**src/rtl/core/lrupr_pkg.sv**
```systemverilog
// Package with widths, state encoding and cell bus types of the LRU replacement core.
`timescale 1ns / 1ps
package lrupr_pkg;

  localparam int PAGE_W     = 16;
  localparam int FRAME_W    = 4;
  localparam int CFG_W      = 5;
  localparam int STAMP_W    = 32;
  localparam int COUNT_W    = 32;
  localparam int CELL_IDX_W = 6;  // covers the largest supported frame count
  localparam int USED_W     = 7;  // holds frame counts up to 64 and any register value

  localparam logic [CFG_W-1:0] CFG_RESET = 5'd16;

  typedef enum logic [1:0] {
    S_IDLE,
    S_LOOK,
    S_SWEEP,
    S_REPL
  } lrupr_state_t;

  // Broadcast update to all cells.
  typedef struct packed {
    logic                  clear;
    logic                  wr;
    logic [CELL_IDX_W-1:0] idx;
    logic                  fill;
    logic [31:0]           page;
    logic [STAMP_W-1:0]    stamp;
  } lrupr_cmd_t;

  // Lowest matching and lowest empty frame, rippled through the row.
  typedef struct packed {
    logic                  hit;
    logic [CELL_IDX_W-1:0] hit_idx;
    logic                  empty;
    logic [CELL_IDX_W-1:0] empty_idx;
  } lrupr_find_t;

  // Oldest-stamp token, registered in each cell.
  typedef struct packed {
    logic                  tok;
    logic                  first;
    logic [STAMP_W-1:0]    stamp;
    logic [CELL_IDX_W-1:0] idx;
    logic [31:0]           page;
  } lrupr_min_t;

endpackage

```
**src/rtl/core/lrupr_if.sv**
```systemverilog
// Valid/ready channel interfaces for page references and replacement results.
`timescale 1ns / 1ps
interface lrupr_in_if;
  logic                        valid;
  logic                        ready;
  logic [lrupr_pkg::PAGE_W-1:0] page;
  logic                        last_reference;

  modport source (output valid, output page, output last_reference, input ready);
  modport sink   (input valid, input page, input last_reference, output ready);
endinterface

interface lrupr_out_if;
  logic                           valid;
  logic                           ready;
  logic                           hit;
  logic [lrupr_pkg::FRAME_W-1:0]  frame;
  logic                           evicted_valid;
  logic [lrupr_pkg::PAGE_W-1:0]   evicted_page;
  logic [lrupr_pkg::COUNT_W-1:0]  fault_count;

  modport source (output valid, output hit, output frame, output evicted_valid,
                  output evicted_page, output fault_count, input ready);
  modport sink   (input valid, input hit, input frame, input evicted_valid,
                  input evicted_page, input fault_count, output ready);
endinterface

```
**src/rtl/core/lrupr_cell.sv**
```systemverilog
// One frame cell: holds valid, page and stamp, and passes find and oldest-stamp data on.
`timescale 1ns / 1ps
module lrupr_cell #(
  parameter int PAGE_BITS = 16,
  parameter int IDX       = 0
) (
  input  logic                    clk,
  input  logic                    rst_n,
  input  logic [PAGE_BITS-1:0]    key,
  input  logic                    in_use,
  input  lrupr_pkg::lrupr_cmd_t   cmd,
  input  lrupr_pkg::lrupr_find_t  find_i,
  output lrupr_pkg::lrupr_find_t  find_o,
  input  lrupr_pkg::lrupr_min_t   min_i,
  output lrupr_pkg::lrupr_min_t   min_o
);

  localparam logic [lrupr_pkg::CELL_IDX_W-1:0] MY_IDX = lrupr_pkg::CELL_IDX_W'(IDX);

  logic                          valid_r;
  logic [PAGE_BITS-1:0]          page_r;
  logic [lrupr_pkg::STAMP_W-1:0] stamp_r;
  lrupr_pkg::lrupr_min_t         min_r;
  lrupr_pkg::lrupr_min_t         min_nxt;
  logic                          sel;
  logic                          match;
  logic                          own_wins;

  assign sel   = cmd.wr && (cmd.idx == MY_IDX);
  assign match = valid_r && in_use && (page_r == key);

  always_comb begin
    find_o = find_i;
    if (!find_i.hit && match) begin
      find_o.hit     = 1'b1;
      find_o.hit_idx = MY_IDX;
    end
    if (!find_i.empty && in_use && !valid_r) begin
      find_o.empty     = 1'b1;
      find_o.empty_idx = MY_IDX;
    end
  end

  // Keep the older of the incoming candidate and this cell.
  assign own_wins = min_i.first || (stamp_r < min_i.stamp);

  always_comb begin
    min_nxt       = min_i;
    min_nxt.first = 1'b0;
    if (own_wins) begin
      min_nxt.stamp = stamp_r;
      min_nxt.idx   = MY_IDX;
      min_nxt.page  = 32'(page_r);
    end
  end

  always_ff @(posedge clk) begin
    if (!rst_n) begin
      valid_r   <= 1'b0;
      min_r.tok <= 1'b0;
    end else begin
      if (cmd.clear) begin
        valid_r <= 1'b0;
      end else if (sel && cmd.fill) begin
        valid_r <= 1'b1;
      end
      // Drop the token once it leaves the frames in use.
      min_r.tok <= min_i.tok && in_use;
    end
    if (min_i.tok) begin
      min_r.first <= min_nxt.first;
      min_r.stamp <= min_nxt.stamp;
      min_r.idx   <= min_nxt.idx;
      min_r.page  <= min_nxt.page;
    end
  end

  always_ff @(posedge clk) begin
    if (sel) begin
      stamp_r <= cmd.stamp;
      if (cmd.fill) begin
        page_r <= PAGE_BITS'(cmd.page);
      end
    end
  end

  assign min_o = min_r;

endmodule

```
**src/rtl/core/lru_page_replacement_core.sv**
```systemverilog
// Top level of the LRU page replacement core.
// Usage:
//   in_ch carries one page reference per transaction (page, last_reference);
//   out_ch returns one result per reference (hit, frame, evicted_valid,
//   evicted_page, fault_count), in order. cfg_we/cfg_wdata write
//   frames_in_use; write it only while no reference is in flight.
// Timing:
//   A hit, or a fault that fills an empty frame, goes from accept in S_IDLE
//   to S_LOOK, which does the compare in all cells and the update once the
//   output register is free, and then back to S_IDLE. A fault on a full set
//   of frames goes on through S_SWEEP and S_REPL: the oldest-stamp token
//   walks the clamped row of cells one cell per cycle.
//   References are handled one at a time; in_ch.ready is high while idle.
// Reset clears all frames, the stamp counter, the fault count and the output
//   register, and sets frames_in_use to 16. After a reference marked last,
//   the frames, the stamp counter and the fault count are cleared as its result is produced.
// A stalled receiver holds the result in the output register; the next
//   reference is still accepted and looked up, and waits for the register.
`timescale 1ns / 1ps
module lru_page_replacement_core #(
  parameter int FRAMES    = 16,
  parameter int PAGE_BITS = 16
) (
  input  logic                         clk,
  input  logic                         rst_n,
  input  logic                         cfg_we,
  input  logic [lrupr_pkg::CFG_W-1:0]  cfg_wdata,
  lrupr_in_if.sink                     in_ch,
  lrupr_out_if.source                  out_ch
);

  localparam int IDX_W = (FRAMES > 1) ? $clog2(FRAMES) : 1;

  lrupr_pkg::lrupr_state_t         state_r, state_nxt;
  logic [lrupr_pkg::CFG_W-1:0]     cfg_r;
  logic [PAGE_BITS-1:0]            page_r;
  logic                            last_r;
  logic [lrupr_pkg::STAMP_W-1:0]   ref_ctr_r;
  logic [lrupr_pkg::COUNT_W-1:0]   fault_r;
  logic [lrupr_pkg::CELL_IDX_W-1:0] victim_idx_r;
  logic [31:0]                     victim_page_r;

  logic                            out_valid_r;
  logic                            out_hit_r;
  logic [lrupr_pkg::FRAME_W-1:0]   out_frame_r;
  logic                            out_ev_valid_r;
  logic [lrupr_pkg::PAGE_W-1:0]    out_ev_page_r;
  logic [lrupr_pkg::COUNT_W-1:0]   out_fault_r;

  logic [lrupr_pkg::USED_W-1:0]    used;
  logic [IDX_W-1:0]                tap;
  logic [FRAMES-1:0]               in_use;
  logic                            slot_free;

  lrupr_pkg::lrupr_cmd_t           cmd;
  lrupr_pkg::lrupr_find_t          find_o [FRAMES];
  lrupr_pkg::lrupr_min_t           min_o  [FRAMES];
  lrupr_pkg::lrupr_min_t           min_start;
  lrupr_pkg::lrupr_find_t          found;
  lrupr_pkg::lrupr_min_t           tap_min;

  logic                            apply;
  logic                            apply_hit;
  logic                            apply_ev;
  logic [lrupr_pkg::CELL_IDX_W-1:0] apply_idx;
  logic [31:0]                     apply_ev_page;
  logic                            start_sweep;
  logic [lrupr_pkg::COUNT_W-1:0]   fault_inc;

  // Clamp the frame count to 1..FRAMES.
  always_comb begin
    if (cfg_r == '0) begin
      used = lrupr_pkg::USED_W'(1);
    end else if (lrupr_pkg::USED_W'(cfg_r) > lrupr_pkg::USED_W'(FRAMES)) begin
      used = lrupr_pkg::USED_W'(FRAMES);
    end else begin
      used = lrupr_pkg::USED_W'(cfg_r);
    end
  end

  assign tap       = IDX_W'(used - lrupr_pkg::USED_W'(1));
  assign found     = find_o[FRAMES-1];
  assign tap_min   = min_o[tap];
  assign slot_free = !out_valid_r || out_ch.ready;
  assign fault_inc = (fault_r == '1) ? fault_r : fault_r + 1'b1;

  always_comb begin
    min_start       = '0;
    min_start.tok   = start_sweep;
    min_start.first = 1'b1;
  end

  for (genvar i = 0; i < FRAMES; i++) begin : g_cell
    lrupr_pkg::lrupr_find_t find_in;
    lrupr_pkg::lrupr_min_t  min_in;

    assign in_use[i] = lrupr_pkg::USED_W'(i) < used;

    if (i == 0) begin : g_head
      assign find_in = '0;
      assign min_in  = min_start;
    end else begin : g_link
      assign find_in = find_o[i-1];
      assign min_in  = min_o[i-1];
    end

    lrupr_cell #(
      .PAGE_BITS (PAGE_BITS),
      .IDX       (i)
    ) u_cell (
      .clk    (clk),
      .rst_n  (rst_n),
      .key    (page_r),
      .in_use (in_use[i]),
      .cmd    (cmd),
      .find_i (find_in),
      .find_o (find_o[i]),
      .min_i  (min_in),
      .min_o  (min_o[i])
    );
  end

  // Next state.
  always_comb begin
    state_nxt = state_r;
    unique case (state_r)
      lrupr_pkg::S_IDLE: begin
        if (in_ch.valid) begin
          state_nxt = lrupr_pkg::S_LOOK;
        end
      end
      lrupr_pkg::S_LOOK: begin
        if (found.hit || found.empty) begin
          if (slot_free) begin
            state_nxt = lrupr_pkg::S_IDLE;
          end
        end else begin
          state_nxt = lrupr_pkg::S_SWEEP;
        end
      end
      lrupr_pkg::S_SWEEP: begin
        if (tap_min.tok) begin
          state_nxt = lrupr_pkg::S_REPL;
        end
      end
      lrupr_pkg::S_REPL: begin
        if (slot_free) begin
          state_nxt = lrupr_pkg::S_IDLE;
        end
      end
      default: state_nxt = lrupr_pkg::S_IDLE;
    endcase
  end

  // Outputs of the state machine.
  always_comb begin
    in_ch.ready   = 1'b0;
    apply         = 1'b0;
    apply_hit     = 1'b0;
    apply_ev      = 1'b0;
    apply_idx     = '0;
    apply_ev_page = '0;
    start_sweep   = 1'b0;
    unique case (state_r)
      lrupr_pkg::S_IDLE: begin
        in_ch.ready = 1'b1;
      end
      lrupr_pkg::S_LOOK: begin
        if (found.hit) begin
          apply     = slot_free;
          apply_hit = 1'b1;
          apply_idx = found.hit_idx;
        end else if (found.empty) begin
          apply     = slot_free;
          apply_idx = found.empty_idx;
        end else begin
          start_sweep = 1'b1;
        end
      end
      lrupr_pkg::S_SWEEP: begin
      end
      lrupr_pkg::S_REPL: begin
        apply         = slot_free;
        apply_ev      = 1'b1;
        apply_idx     = victim_idx_r;
        apply_ev_page = victim_page_r;
      end
      default: begin
      end
    endcase
  end

  always_comb begin
    cmd       = '0;
    cmd.clear = apply && last_r;
    cmd.wr    = apply;
    cmd.idx   = apply_idx;
    cmd.fill  = !apply_hit;
    cmd.page  = 32'(page_r);
    cmd.stamp = ref_ctr_r;
  end

  always_ff @(posedge clk) begin
    if (!rst_n) begin
      state_r     <= lrupr_pkg::S_IDLE;
      cfg_r       <= lrupr_pkg::CFG_RESET;
      ref_ctr_r   <= '0;
      fault_r     <= '0;
      out_valid_r <= 1'b0;
    end else begin
      state_r <= state_nxt;
      if (cfg_we) begin
        cfg_r <= cfg_wdata;
      end
      if (apply) begin
        if (last_r) begin
          ref_ctr_r <= '0;
          fault_r   <= '0;
        end else begin
          ref_ctr_r <= ref_ctr_r + 1'b1;
          if (!apply_hit) begin
            fault_r <= fault_inc;
          end
        end
        out_valid_r <= 1'b1;
      end else if (out_ch.ready) begin
        out_valid_r <= 1'b0;
      end
    end
  end

  always_ff @(posedge clk) begin
    if (in_ch.valid && in_ch.ready) begin
      page_r <= PAGE_BITS'(in_ch.page);
      last_r <= in_ch.last_reference;
    end
    if (state_r == lrupr_pkg::S_SWEEP && tap_min.tok) begin
      victim_idx_r  <= tap_min.idx;
      victim_page_r <= tap_min.page;
    end
    if (apply) begin
      out_hit_r      <= apply_hit;
      out_frame_r    <= apply_idx[lrupr_pkg::FRAME_W-1:0];
      out_ev_valid_r <= apply_ev;
      out_ev_page_r  <= lrupr_pkg::PAGE_W'(apply_ev_page);
      out_fault_r    <= apply_hit ? fault_r : fault_inc;
    end
  end

  assign out_ch.valid         = out_valid_r;
  assign out_ch.hit           = out_hit_r;
  assign out_ch.frame         = out_frame_r;
  assign out_ch.evicted_valid = out_ev_valid_r;
  assign out_ch.evicted_page  = out_ev_page_r;
  assign out_ch.fault_count   = out_fault_r;

endmodule

```
**src/flat_wrapper.sv**
```systemverilog
// flat-port wrapper written by rule: the top's interface ports become plain ports
module lru_page_replacement_core_flat 
#(
  parameter int FRAMES    = 16,
  parameter int PAGE_BITS = 16
)
  (clk, rst_n, cfg_we, cfg_wdata, in_ch_valid, in_ch_page, in_ch_last_reference, in_ch_ready, out_ch_valid, out_ch_hit, out_ch_frame, out_ch_evicted_valid, out_ch_evicted_page, out_ch_fault_count, out_ch_ready);
  lrupr_in_if in_ch_i ();
  lrupr_out_if out_ch_i ();
  input  logic clk;
  input  logic rst_n;
  input  logic cfg_we;
  input  logic [lrupr_pkg::CFG_W-1:0] cfg_wdata;
  input wire logic [$bits(in_ch_i.valid)-1:0] in_ch_valid;
  input wire logic [$bits(in_ch_i.page)-1:0] in_ch_page;
  input wire logic [$bits(in_ch_i.last_reference)-1:0] in_ch_last_reference;
  output wire logic [$bits(in_ch_i.ready)-1:0] in_ch_ready;
  output wire logic [$bits(out_ch_i.valid)-1:0] out_ch_valid;
  output wire logic [$bits(out_ch_i.hit)-1:0] out_ch_hit;
  output wire logic [$bits(out_ch_i.frame)-1:0] out_ch_frame;
  output wire logic [$bits(out_ch_i.evicted_valid)-1:0] out_ch_evicted_valid;
  output wire logic [$bits(out_ch_i.evicted_page)-1:0] out_ch_evicted_page;
  output wire logic [$bits(out_ch_i.fault_count)-1:0] out_ch_fault_count;
  input wire logic [$bits(out_ch_i.ready)-1:0] out_ch_ready;
  assign in_ch_i.valid = in_ch_valid;
  assign in_ch_i.page = in_ch_page;
  assign in_ch_i.last_reference = in_ch_last_reference;
  assign in_ch_ready = in_ch_i.ready;
  assign out_ch_valid = out_ch_i.valid;
  assign out_ch_hit = out_ch_i.hit;
  assign out_ch_frame = out_ch_i.frame;
  assign out_ch_evicted_valid = out_ch_i.evicted_valid;
  assign out_ch_evicted_page = out_ch_i.evicted_page;
  assign out_ch_fault_count = out_ch_i.fault_count;
  assign out_ch_i.ready = out_ch_ready;
  lru_page_replacement_core #(.FRAMES(FRAMES), .PAGE_BITS(PAGE_BITS)) u_core (.clk(clk), .rst_n(rst_n), .cfg_we(cfg_we), .cfg_wdata(cfg_wdata), .in_ch(in_ch_i), .out_ch(out_ch_i));
endmodule
```
**config.mk**
```make
export PLATFORM = sky130hd
export DESIGN_NAME = lru_page_replacement_core_flat
export DESIGN_NICKNAME = d
export VERILOG_FILES = /design/src/rtl/core/lrupr_pkg.sv /design/src/rtl/core/lrupr_if.sv /design/src/rtl/core/lrupr_cell.sv /design/src/rtl/core/lru_page_replacement_core.sv /design/src/flat_wrapper.sv
export SDC_FILE = /design/constraint.sdc
export NUM_CORES = 2
export LEC_CHECK = 0
export ABC_CLOCK_PERIOD_IN_PS = 6700
export BUFFER_PORTS_ARGS = -buffer_cell sky130_fd_sc_hd__buf_2
export CAP_MARGIN = 5
export CORE_ASPECT_RATIO = 1.4
export CORE_MARGIN = 2
export CORE_UTILIZATION = 57
export DETAILED_ROUTE_END_ITERATION = 12
export PLACE_DENSITY = 0.75
export SYNTH_ARGS = -nofsm -noshare
export SYNTH_HDL_FRONTEND = slang
export SYNTH_SLANG_ARGS = --single-unit
```
**constraint.sdc**
```tcl
create_clock -name clk -period 6.7 [get_ports clk]
set_input_delay 0 -clock clk [delete_from_list [all_inputs] [get_ports clk]]
set_output_delay 0 -clock clk [all_outputs]
set_load 0.05 [all_outputs]
```
==> results by group <==
Floorplanning
  – Die outline area: 147000 µm²
  – Row cnt: around 160
  – Starting Density: between 50% and 60%
  – Die Y-Extent: ~450 µm
  – I/O pins: 83
  – Die Span X: ~320 µm
  – Core Box Area: between 100000 and 150000 µm²

Synth
  – Synth Register Bits: between 1500 and 2000
  – Post-synth EDFFs: between 1500 and 2000
  – Ys flop type: edfxtp_1
  – Share of the synthesized area in the top cell type: 60.3%
  – Biggest area consumer among synthesized cells: edfxtp_1
  – Number of synthesis warnings: 0
  – Post-Syn Area per Cell: approximately 15 µm²
  – Post-Syn Area: a little over 80000 µm²
  – Fraction of registers with async set/reset: 0%
  – Most area-consuming cells after synthesis: edfxtp_1, mux2_2, ha_1
  – Post-synth cell types: 85
  – Most instantiated library cell after synthesis: edfxtp_1
  – Post-synthesis net count: between 6000 and 7000
  – Top cells by count, synth: edfxtp_1, mux2_2, inv_1, ha_1, nand2_1
  – Synth Instances: 5593
  – Post-synthesis sequential area ratio: a little over three fifths

Clock network
  – Htree depth: 4
  – Setup Fix Bufs, Post-CTS: 0
  – Worst-Skew Late Latency: a little over 800 ps
  – Num CTS Buffers: 161
  – Max clock buf depth: 3
  – CTS root buffer: clkbuf_16
  – Clk pin slew, worst setup/hold paths: about 70 ps
  – TritonCTS Sinks: between 1500 and 2000
  – CTS tree: yes

Run status
  – Outcome: complete, no violations

Routing
  – # DRC: 0
  – Routed Antenna Nets: 0
  – Final wirelength: approximately 200000 µm
  – DR pass1 iterations: 5
  – DR WL/cell: ~25 µm
  – Vias per std cell: between 6 and 7
  – Initial DRC count: between 3000 and 4000
  – Vias: around 47000

Worst setup path
  – Critical Path End Type: flip-flop
  – Setup crit start: u_core.page_r[6]
  – Worst EP required: 7120 ps
  – Flop-to-flop setup slack: about 1400 ps
  – CP Class: flip-flop to flip-flop
  – Worst r2r src: u_core.page_r[6]
  – Setup crit start kind: flip-flop
  – Worst Path Arrival: approximately 5700 ps
  – Worst Path Max Fanout: 17

Placement
  – Dpl ws: around 1500 ps
  – GP Congestion: 0.973
  – DP HPWL: roughly 140000 µm
  – Cells after DPL: 7521
  – Number of port buffers: between 80 and 90

GRT
  – GR Util All Layers: between 20% and 30%
  – Total gr overflow: 0
  – Vias in the first global route: 49300
  – First-pass GRT wire length: between 200000 and 300000 µm
  – Initial antenna violation count: 3
  – Largest net degree at the start of global routing: a little under 60

Final layout
  – Layout Nets: around 6300
  – Fillers: between 10000 and 15000
  – Layout cell share with drive strength beyond 1: between 20% and 30%
  – Layout area overhead: 11.3%
  – Final Non-Filler Cells: about 8000

Timing
  – Slew margin rel.: about 17%
  – Setup ws final: around 1400 ps
  – RSZ-0062 raised after global routing: no
  – Worst slew pin tran: 1240 ps
  – Peak Freq: around 190 MHz
  – Hold_ws: approximately 84 ps
  – Setup violations, final: 0
  – Fin crit share: between 70% and 80%
  – Slew Limit Fails: 0
  – Minimum clock period: approximately 5300 ps
  – Final hold violations: 0
  – Setup TNS: 0 ps
  – Clock skew: between 30 and 40 ps

Pwr
  – Power density over the cells: ~240 nW/µm²
  – Pwr Total: between 20 and 25 mW
  – Peak supply drop: 0.000276 V
  – Leak: between 30 and 40 nW

Flow run
  – Max Cap Viol: 0

Hold path
  – HP Start: in_ch_page[10]
  – Min-delay worst type: input port to flip-flop
report_power, final:
group          internal, mW  switching (mW)  total (mW)
clock                  5.23            4.07        9.30
combinational         0.264           0.570       0.834
sequential             11.9          0.0527        11.9
total                  17.4            4.69        22.0
worst paths after layout:
| kind | end | cells after the start |
|---|---|---|
| max | u_core.g_cell[4].u_cell.page_r[9] | 10 |
| min | u_core.page_r[10] | 2 |
| max reg2reg | u_core.g_cell[4].u_cell.page_r[9] | 10 |
| min reg2reg | u_core.g_cell[0].u_cell.min_o[62] | 0 |
through the flow:
step	util, %	area (µm²)
after floorplan	-	81800
after global placement	59.7	85200
after detailed placement	59.7	85200
after CTS	63.8	91000
after global routing	63.8	91100
final	63.9	91100
layer usage:
| layer | part of all wire [%] | up-vias | global-route usage [%] | wire (µm) |
|---|---|---|---|---|
| met1 | 39 | 23900 | 34.1 | 76800 |
| met5 | 0.0065 | - | 0 | 13 |
| li1 | - | 21400 | - | - |
| met3 | 6.2 | 433 | 4.36 | 12400 |
| met4 | 4.9 | 2 | 12.8 | 9710 |
| met2 | 50 | 1685 | 47.0 | 99700 |
logic make-up (layout without fill, tap and decap cells):
logic type,after synthesis,after routing,share of synthesized area [%]
DFF,1748,1748,62.9
and+or+nand+nor,1041,1041,6.89
muxes,775,775,11.8
buffers and inverters,686,1054,3.33
AOI/OAI and AO/OA,541,541,4.41
adders and majority gates,468,468,7.16
xor gates and xnor gates,334,334,3.58
other,0,4,0
state kept, by name, indices dropped and copies added (netlist names), 2 cells and up:
name / count
u_core.cfg_r: 5
u_core.fault_r: 32
u_core.g_cell.u_cell.min_o: 801
u_core.g_cell.u_cell.page_r: 256
u_core.g_cell.u_cell.stamp_r: 512
u_core.g_cell.u_cell.valid_r: 16
u_core.out_ch.evicted_page: 16
u_core.out_ch.fault_count: 32
u_core.out_ch.frame: 4
u_core.page_r: 16
u_core.ref_ctr_r: 32
u_core.state_r: 2
u_core.victim_idx_r: 4
u_core.victim_page_r: 16
cell type report:
| cell class | instances | area [µm²] | share of cell area, % |
|---|---|---|---|
| Multi-Input combinational cell | 3159 | 28100 | 30.8 |
| Antenna cell | 4 | 10.0 | 0.0110 |
| Clock buffer | 192 | 4260 | 4.68 |
| Sequential cell | 1748 | 51500 | 56.5 |
| Inverter | 502 | 1890 | 2.07 |
| Tap cell | 1909 | 2390 | 2.62 |
| Clock inverter | 104 | 1040 | 1.14 |
| Timing Repair Buffer | 256 | 1930 | 2.12 |
cells in the final DEF, fill, tap and decap left out, types with 24 or more instances in the layout:
cell | synthesis | routed
clkbuf_16 | 0 | 166
nor2_1 | 146 | 145
nand4_1 | 122 | 122
nand2_1 | 215 | 215
edfxtp_1 | 1644 | 1644
buf_2 | 20 | 82
and3_1 | 62 | 62
nand2b_1 | 73 | 73
nor3_1 | 76 | 54
a21o_1 | 170 | 170
nand3_1 | 62 | 62
mux2_2 | 689 | 689
xnor2_1 | 182 | 181
dlygate4sd3_1 | 0 | 52
inv_1 | 502 | 501
buf_4 | 25 | 116
clkinv_1 | 0 | 29
clkinv_2 | 0 | 33
a21oi_1 | 125 | 125
nor2b_1 | 56 | 56
ha_1 | 468 | 467
o21ai_0 | 94 | 92
nor4_1 | 84 | 77
or3_1 | 36 | 36
mux4_2 | 80 | 80
clkbuf_1 | 120 | 24
dfxtp_1 | 104 | 89
xor2_1 | 152 | 151
critical path, stage by stage (launching register included):
cell	delay [ps]
edfxtp_1	920
xor2_1	200
nor4_1	270
nand3_1	120
nor4_1	790
or4b_2	310
nor3_1	70
a21oi_2	690
inv_1	420
nor2_1	220
and4_1	840
timing repair:
item | 4_1_cts | 5_1_grt
hold buffers | 52 | 0
hold endpoints to repair | 42 | 0
resized for setup | 0 | 0
(Power assumes the default switching activity.)
